<file path="src/rtl/core/wlpc_pkg.sv">
// shared types, constants and helpers for the waypoint list block
// no dependencies

package wlpc_pkg;

  localparam int MAX_POINTS  = 64;
  localparam int GROUP_COUNT = 3;
  localparam int DEPTH       = GROUP_COUNT * MAX_POINTS;
  localparam int IDX_W       = $clog2(MAX_POINTS);
  localparam int CNT_W       = $clog2(MAX_POINTS + 1);
  localparam int ADDR_W      = $clog2(DEPTH);
  localparam int GRP_W       = 2;
  localparam int ANGLE_W     = 16;
  localparam int STEPS_W     = 32;
  localparam int CMD_W       = 3;
  localparam int STATUS_W    = 2;

  localparam logic [GRP_W-1:0] REG_ACTIVE_GROUP = 2'd0;

  typedef enum logic [CMD_W-1:0] {
    CMD_ADD   = 3'd0,
    CMD_DEL   = 3'd1,
    CMD_START = 3'd2,
    CMD_STOP  = 3'd3,
    CMD_READ  = 3'd4
  } cmd_e;

  typedef enum logic [STATUS_W-1:0] {
    ST_OK    = 2'd0,
    ST_FULL  = 2'd1,
    ST_EMPTY = 2'd2,
    ST_RANGE = 2'd3
  } status_e;

  // one waypoint, servo 1 in the lowest bits
  typedef struct packed {
    logic signed [STEPS_W-1:0] steps;
    logic [ANGLE_W-1:0]        angle_five;
    logic [ANGLE_W-1:0]        angle_four;
    logic [ANGLE_W-1:0]        angle_three;
    logic [ANGLE_W-1:0]        angle_two;
    logic [ANGLE_W-1:0]        angle_one;
  } wp_t;

  typedef struct packed {
    logic              we;
    logic [ADDR_W-1:0] waddr;
    wp_t               wdata;
    logic [ADDR_W-1:0] raddr;
  } mem_req_t;

  typedef struct packed {
    logic                valid;
    logic [STATUS_W-1:0] status;
    logic [CNT_W-1:0]    entry_count;
    logic [IDX_W-1:0]    play_cursor;
    logic                playing;
    wp_t                 data;
  } res_t;

  function automatic logic [ADDR_W-1:0] wp_addr(logic [GRP_W-1:0] g, logic [IDX_W-1:0] i);
    return ADDR_W'(g) * ADDR_W'(MAX_POINTS) + ADDR_W'(i);
  endfunction

endpackage

</file>
<file path="src/rtl/core/wlpc_seq.sv">
// command sequencer: list lengths, play cursor, and the entry shift loop
// depends on wlpc_pkg, drives wlpc_store through a request struct

module wlpc_seq (
  input  logic                       clk,
  input  logic                       rst_n,
  input  logic                       start,
  input  logic [wlpc_pkg::CMD_W-1:0] cmd,
  input  wlpc_pkg::wp_t              wp_in,
  input  logic [wlpc_pkg::IDX_W-1:0] point_index,
  input  logic [wlpc_pkg::GRP_W-1:0] group,
  input  logic                       res_take,
  input  wlpc_pkg::wp_t              rd_q,
  output logic                       idle,
  output wlpc_pkg::mem_req_t         req,
  output wlpc_pkg::res_t             res
);

  typedef enum logic [2:0] {
    S_IDLE,
    S_EXEC,
    S_SHIFT,
    S_RDWAIT,
    S_DONE
  } state_t;

  state_t                       state_r;
  logic [wlpc_pkg::CNT_W-1:0]   len_r [wlpc_pkg::GROUP_COUNT];
  logic [wlpc_pkg::IDX_W-1:0]   cursor_r;
  logic                         playing_r;
  logic [wlpc_pkg::CMD_W-1:0]   cmd_r;
  wlpc_pkg::wp_t                wp_r;
  logic [wlpc_pkg::IDX_W-1:0]   idx_r;
  logic [wlpc_pkg::GRP_W-1:0]   grp_r;
  logic [wlpc_pkg::STATUS_W-1:0] status_r;
  wlpc_pkg::wp_t                data_r;
  logic [wlpc_pkg::CNT_W-1:0]   ptr_r;
  logic [wlpc_pkg::IDX_W-1:0]   wr_idx_r;
  logic                         pend_r;

  logic [wlpc_pkg::CNT_W-1:0]   len_cur;
  logic [wlpc_pkg::CNT_W-1:0]   len_dec;
  logic [wlpc_pkg::IDX_W-1:0]   cur_adj;
  logic                         empty;
  logic                         out_of_range;
  logic                         ptr_live;

  assign len_cur      = len_r[grp_r];
  assign len_dec      = len_cur - wlpc_pkg::CNT_W'(1);
  assign empty        = (len_cur == '0);
  assign out_of_range = ({1'b0, idx_r} >= len_cur);
  assign ptr_live     = (ptr_r < len_cur);
  // cursor steps back past a removed entry only while playing
  assign cur_adj      = (playing_r && (cursor_r > idx_r)) ?
                        cursor_r - wlpc_pkg::IDX_W'(1) : cursor_r;

  assign idle = (state_r == S_IDLE);

  always_comb begin
    req.we    = 1'b0;
    req.waddr = wlpc_pkg::wp_addr(grp_r, len_cur[wlpc_pkg::IDX_W-1:0]);
    req.wdata = wp_r;
    req.raddr = wlpc_pkg::wp_addr(grp_r, idx_r);
    if (state_r == S_EXEC && cmd_r == wlpc_pkg::CMD_ADD &&
        len_cur < wlpc_pkg::CNT_W'(wlpc_pkg::MAX_POINTS)) begin
      req.we = 1'b1;
    end
    if (state_r == S_SHIFT) begin
      req.raddr = wlpc_pkg::wp_addr(grp_r, ptr_r[wlpc_pkg::IDX_W-1:0]);
      req.we    = pend_r;
      req.waddr = wlpc_pkg::wp_addr(grp_r, wr_idx_r);
      req.wdata = rd_q;
    end
  end

  always_comb begin
    res.valid       = (state_r == S_DONE);
    res.status      = status_r;
    res.entry_count = len_cur;
    res.play_cursor = cursor_r;
    res.playing     = playing_r;
    res.data        = data_r;
  end

  always_ff @(posedge clk) begin
    if (!rst_n) begin
      state_r   <= S_IDLE;
      cursor_r  <= '0;
      playing_r <= 1'b0;
      pend_r    <= 1'b0;
      for (int g = 0; g < wlpc_pkg::GROUP_COUNT; g++) begin
        len_r[g] <= '0;
      end
    end else begin
      unique case (state_r)
        S_IDLE: begin
          if (start) begin
            cmd_r    <= cmd;
            wp_r     <= wp_in;
            idx_r    <= point_index;
            grp_r    <= group;
            status_r <= wlpc_pkg::ST_OK;
            data_r   <= '0;
            state_r  <= S_EXEC;
          end
        end
        S_EXEC: begin
          state_r <= S_DONE;
          unique case (cmd_r)
            wlpc_pkg::CMD_ADD: begin
              if (len_cur >= wlpc_pkg::CNT_W'(wlpc_pkg::MAX_POINTS)) begin
                status_r <= wlpc_pkg::ST_FULL;
              end else begin
                len_r[grp_r] <= len_cur + wlpc_pkg::CNT_W'(1);
              end
            end
            wlpc_pkg::CMD_DEL: begin
              if (empty) begin
                status_r <= wlpc_pkg::ST_EMPTY;
              end else if (out_of_range) begin
                status_r <= wlpc_pkg::ST_RANGE;
              end else begin
                ptr_r   <= {1'b0, idx_r} + wlpc_pkg::CNT_W'(1);
                pend_r  <= 1'b0;
                state_r <= S_SHIFT;
              end
            end
            wlpc_pkg::CMD_START: begin
              if (empty) begin
                status_r <= wlpc_pkg::ST_EMPTY;
              end else begin
                cursor_r  <= '0;
                playing_r <= 1'b1;
              end
            end
            wlpc_pkg::CMD_STOP: begin
              playing_r <= 1'b0;
            end
            wlpc_pkg::CMD_READ: begin
              if (empty) begin
                status_r <= wlpc_pkg::ST_EMPTY;
              end else if (out_of_range) begin
                status_r <= wlpc_pkg::ST_RANGE;
              end else begin
                state_r <= S_RDWAIT;
              end
            end
            default: begin
            end
          endcase
        end
        S_SHIFT: begin
          // read entry ptr, write it one slot down in the following cycle
          if (ptr_live) begin
            ptr_r    <= ptr_r + wlpc_pkg::CNT_W'(1);
            wr_idx_r <= ptr_r[wlpc_pkg::IDX_W-1:0] - wlpc_pkg::IDX_W'(1);
            pend_r   <= 1'b1;
          end else begin
            pend_r <= 1'b0;
            if (!pend_r) begin
              len_r[grp_r] <= len_dec;
              cursor_r     <= ({1'b0, cur_adj} >= len_dec) ? '0 : cur_adj;
              state_r      <= S_DONE;
            end
          end
        end
        S_RDWAIT: begin
          data_r  <= rd_q;
          state_r <= S_DONE;
        end
        S_DONE: begin
          if (res_take) begin
            state_r <= S_IDLE;
          end
        end
        default: begin
          state_r <= S_IDLE;
        end
      endcase
    end
  end

endmodule

</file>
<file path="config.mk">
export PLATFORM = sky130hd
export DESIGN_NAME = wlpc_seq
export DESIGN_NICKNAME = d
export VERILOG_FILES = /design/src/rtl/core/wlpc_pkg.sv /design/src/rtl/core/wlpc_seq.sv
export SDC_FILE = /design/constraint.sdc
export NUM_CORES = 1
export LEC_CHECK = 0
export BUFFER_PORTS_ARGS = -buffer_cell sky130_fd_sc_hd__buf_2
export CAP_MARGIN = 20
export CORE_AREA = 3 3 191 193
export CTS_CLUSTER_SIZE = 10
export DETAILED_ROUTE_END_ITERATION = 8
export DIE_AREA = 0 0 194 196
export MAX_ROUTING_LAYER = met4
export PLACE_DENSITY_LB_ADDON = 0.2
export SYNTH_ARGS = -nofsm -noshare
export SYNTH_HDL_FRONTEND = slang
export SYNTH_SLANG_ARGS = --single-unit
export TNS_END_PERCENT = 50
</file>
<file path="constraint.sdc">
create_clock -name clk -period 14.17 [get_ports clk]
set_clock_uncertainty 0.05 [all_clocks]
set_input_delay 0.7085 -clock clk [delete_from_list [all_inputs] [get_ports clk]]
set_output_delay 0.7085 -clock clk [all_outputs]
set_load 0.1 [all_outputs]
</file>
* Word level (Yosys, flattened, before mapping)
Memories as Yosys holds them, arrays and structs flattened. A register that Yosys moved wholly into a read port is not among the register bits.
Cells that the tools add are included.
** Cells by class
- $lt $le $gt $ge :: 6
- Reduce and logical (&&, ||, !) cells :: 21
- Equal/unequal tests :: 22
- Bitwise operators :: 1
- $add $sub $neg :: 10
- Mux-type cells :: 56
** Operators with widths (count)
- 112-bit case mux with 2 select lines :: 1
- 129-bit 2-to-1 mux :: 1
- 112-bit 2-to-1 mux :: 1
- 7-bit 2-to-1 mux :: 6
- 6-bit 2-to-1 mux :: 6
- 8-bit by 6-bit adder with 8-bit output :: 4
- 3-bit 2-to-1 mux :: 8
- 1-bit 2-to-1 mux :: 18
- 2-bit inequality test (second input constant) :: 8
- 3-bit case mux with 5 select lines :: 1
- 7-bit by 1-bit adder with 7-bit output (second input constant) :: 2
- 6-bit by 7-bit greater-or-equal comparator with 1-bit output :: 2
- 2-bit 2-to-1 mux :: 7
- 7-bit case mux with 2 select lines :: 1
- 3-bit by 2-bit equality test with 1-bit output (second input constant) :: 4
- 6-bit case mux with 2 select lines :: 1
- 3-bit AND reduction :: 4
- 6-bit by 1-bit subtractor with 6-bit output (second input constant) :: 2
- 4-bit AND reduction :: 2
- 2-bit nonzero test :: 4
- 6-bit by 1-bit adder with 7-bit output (second input constant) :: 1
- 7-bit greater-or-equal comparator (second input constant) :: 1
- 7-bit logical NOT :: 1
- 7-bit < comparator :: 1
- other kinds (22) :: 29
** Word-level totals
- Input port bits :: 239
- Bits in writable memories :: 21
- Logic and storage cells :: 139
- Memories kept :: 1
- Register bits after elaboration :: 261
** Memories
- len_r :: words 3, width 7, read ports 1, clocked after Yosys merged registers in 1, write ports 3, RTL line wlpc_seq.sv:28 : logic [wlpc_pkg::CNT_W-1:0] len_r [wlpc_pkg::GROUP_COUNT];

* Depth between registers and ports, before layout
- Word-level depth :: 9
- Gate-level depth with buffers :: 14

* Worst setup path before layout
Ideal clock, no wire load.
- Path kind :: input to register
- From :: in rst_n
- To :: reg data_r, in the netlist res[0], enable pin
- Stages on the path :: 2
- Arrival :: 6185 ps
- Setup time :: 620 ps
- Data required time :: 13500 ps
- Path buffers :: 0
- Slack :: 7315 ps
- Cell sequence :: nand2b_1 -> a21oi_1
** On the way
- Longest elaborated chain between the ends :: 1
** Ends and longest elaborated chain
- start: declaration :: RTL line wlpc_seq.sv:6 : input logic rst_n,
- 3-bit AND reduction (no line)
- end signal: assignment :: RTL line wlpc_seq.sv:168 : data_r <= rd_q;
- end: declaration :: RTL line wlpc_seq.sv:36 : wlpc_pkg::wp_t data_r;
No other way between the ends.
A chain may end at the register's enable or synchronous reset.

==> results.txt <==
The core outline area is around 35,000 um^2. Buffers added to address setup during post-CTS repair amount to 0. In the synthesized netlist, the number of instances is about 1,100. Across the VDD grid, the largest voltage drop is 0.150 mV. The fraction of layout instances using a drive strength above 1 is 35.6%. Counting along the longest clock path gives a buffer depth of 3. The number of primary I/O pins is ~500.

For this run, the post-layout net count is 1,850. The instance area after placement came out at 15,800 um^2. Counting flops and latches in the post-synthesis netlist gives 291.

The pin count of the biggest net entering global routing came out at 87. The signal on the critical path passes through or3b_4 -> buf_4 -> nand2_1 -> nand2_1 -> buf_2. The met3 layer wire length in the routed design came out at between 3000 and 4000 um. After detailed routing, the average wire length per cell comes to 20.2 um.

The met1 routed wirelength after detailed routing is about 17,000 um. The category of the worst setup path capture point is an output port. For the final routed database, the setup TNS stands at 0 ns. The count of input and output buffers came out at slightly below 500.

The count of final hold-check violations came out at 0. The per-cell via count in the routed design is ~4.8. The number of pins with negative max-slew slack in the final report came out at 0. The finished cells cover ~17,000 um^2. The area of the die is 38,000 um^2.

For this design, the slowest cell found on the critical path is buf_4. Wire segments on met2 add up to 19,900 um in the final route. The worst setup path is launched from a flop.

The power share of the combinational group came out at 25.3%. Among cell families on the critical path, the largest total delay comes from buffers and inverters. The number of gates given a new drive strength after cts came out at 0.

The number of routed nets with antenna violations is 0. The setup violation total in the final timing report is 0. The cell area after technology mapping is 12,900 um^2. For this run, the leading register cell type out of synthesis is edfxtp_1. The total routing resource utilization after global routing is 21.5%.

Summing over every cut layer, the via total after detailed routing is 9,964. The signal arrival time at the worst endpoint came out at 3.25 ns. The reported net switching power came out at 0.000886 W.

Setup repair after global routing left no endpoint under its margin. The floorplan row count is 68. Yosys instantiated no cell more often than nand2_1.

The share of total power dissipated in sequential elements is 41.3%. The initial antenna violation count came to 21. The async set-or-reset flop fraction in the synthesized netlist is 0%.

The die is 196 um tall. The placer's final routability congestion estimate came out at 0.928. The wire length of the first global-routing pass is a little over 60,000 um.

The clock drives 291 sinks. Along the worst path, the maximum fanout reaches 80. The net count after synthesis is 1,362. Power spread over the standard cell area amounts to 147 nW/um^2. In this run the clock root is driven by a clkbuf_16. The run finished with clean final reports.

The per-instance average area after synthesis is 11.8 um^2. The maximum operating frequency is 250 MHz. Counting instances in the post-synthesis netlist gives the leading cell types as nand2_1 (369), edfxtp_1 (278), and2_1 (114), clkbuf_1 (48), nor2_1 (41). The die extent in x came out at 194 um. TritonCTS built the clock tree. After layout, the worst path uses between 20% and 30% of the clock period. Compared with the post-synthesis result, the final layout area differs by 31.1%. The starting DRC count in detailed routing is 540. The part of the power in the clock network is 33.4%. The internal power of the cells totals 0.00160 W.

The clock latency on the worst-skew pair is about 0.52 ns. The fraction of the yosys area taken by sequential cells came out at approximately two thirds. The fraction of synthesized cell area taken by the top area cell type came out at 64.9%.

The number of synthesized flops with an enable pin came out at ~280. Measured against its own limit, the worst slew margin works out to 30.3%. The detailed placer's ending HPWL came out at 31,600 um.

The via count of the first global-routing pass came out at 9,840. The worst-margin pin slew came out at roughly 1.0 ns. The data required time at the worst endpoint came out at 13.41 ns. Hold repair after CTS inserted 0 buffers. The count of unique library cells instantiated by Yosys came out at 56.

The path class of the tightest hold or removal check is primary input to flop. The worst setup path is of the flop to output port kind. The iteration count of the initial detailed-routing pass came out at 5. The count of yosys warnings during synthesis came out at 0.

The CTS clock-pin slew for the worst setup and hold paths came out at ~0.06 ns. The total routed wirelength came out at 41,900 um. Net switching is roughly 36% of the power. Summed over all instances, the cell type with the most area after synthesis is edfxtp_1. The total clock buffers created by CTS is 37. The starting density of the core came out at 37.1%.

The static leakage is 7.54 nW. The cell that appears most often on the critical path is nand2_1. Across the run, the number of max-cap violations was 0.

The worst path buffer plus inverter count came out at 2. The delay of the slowest cell on the worst path is 0.81 ns. For the finished layout, the period the worst path requires is 4.01 ns. The number of remaining DRC errors is 0. The uppermost metal layer occupied by signal nets is met4. By area the synthesized netlist is led by edfxtp_1 (65%), nand2_1 (11%), and2_1 (5.5%), ha_1 (2.8%), dfxtp_1 (2.0%). The H-tree was split into 2 levels.

The total global routing overflow came out at 0.
final cells by class:
type                    count  area (um^2)
diodes                     19         47.5
clock buffers              47         1010
clock inverters             7         41.3
fillers                  3264        17800
inverters                  35          136
multi-input cells         713         3930
flip-flops and latches    291         8610
well taps                 455          569
repair buffers            504         2540
per-stage QoR:
stage	power (W)	worst slack, ns	utilization, %	cells	hold WS, ns
after floorplan	0.00154	7.31	-	1094	0.445
after global placement	0.00167	10.38	45.5	1998	0.473
after detailed placement	0.00167	10.27	45.5	1998	0.492
after CTS	0.00251	10.03	48.5	2052	0.277
after global routing	0.00257	9.88	48.6	2071	0.288
final	0.00248	10.16	48.6	2071	0.313
flip-flops by register name, summed over array words and instances (netlist names), named ones only:
register   flops
res          112
ptr_r          7
playing_r      1
status_r       2
state_r        3
idx_r          6
cursor_r       6
wp_r         112
wr_idx_r       6
grp_r          2
pend_r         1
len_r         28
cmd_r          3
logic make-up after synthesis:
group / Yosys count / share of synthesized area [%]
XOR/XNOR: 24 / 1.63
adder cells (fa/ha/maj): 30 / 2.90
buffers and inverters: 90 / 2.84
multiplexers: 17 / 2.14
AND/OR/NAND/NOR: 583 / 20.4
AO/OA/AOI/OAI: 59 / 3.21
flip-flops: 291 / 66.9
cells in the final DEF, fill, tap and decap left out, types with 7 or more instances in the layout:
master and instances:
a21oi_1 11, nor2_1 40, diode_2 19, inv_1 34
xnor2_1 16, edfxtp_1 278, xor2_1 8, clkbuf_16 39
buf_4 7, and2_1 114, nand2_1 369, nand3_1 10
clkbuf_1 8, ha_1 29, dfxtp_1 13, o21ai_0 14
buf_2 497, nor3_1 8, mux4_2 8
path summary, 6_finish.rpt:
path	cells past startpoint	from	to	slack, ns
max	5	state_r[2]$_SDFFE_PN0P_	req[119]	10.16
min	1	point_index[0]	idx_r[0]$_DFFE_PP_	0.31
max reg2reg	9	flop	ptr_r[4]$_DFFE_PP_	10.21
min reg2reg	1	cursor_r[0]$_SDFFE_PN0P_	cursor_r[0]$_SDFFE_PN0P_	0.49
power groups by stage:
stage / combinational, W / sequential (W) / clock, W
3_5_place_dp: 0.000631 / 0.00104 / 0
4_1_cts: 0.000631 / 0.00102 / 0.000857
3_3_place_gp: 0.000629 / 0.00104 / 0
5_1_grt: 0.000655 / 0.00103 / 0.000887
2_1_floorplan: 0.000349 / 0.00119 / 0
6_report: 0.000628 / 0.00102 / 0.000831
per-layer routing:
metal | vias to the layer above | GRT usage, %
li1 | 4727 | -
met2 | 449 | 33.7
met3 | 80 | 7.11
met1 | 4708 | 26.0
met5 | - | -
met4 | 0 | 8.51
No activity file was read; power rests on OpenSTA's default activity.
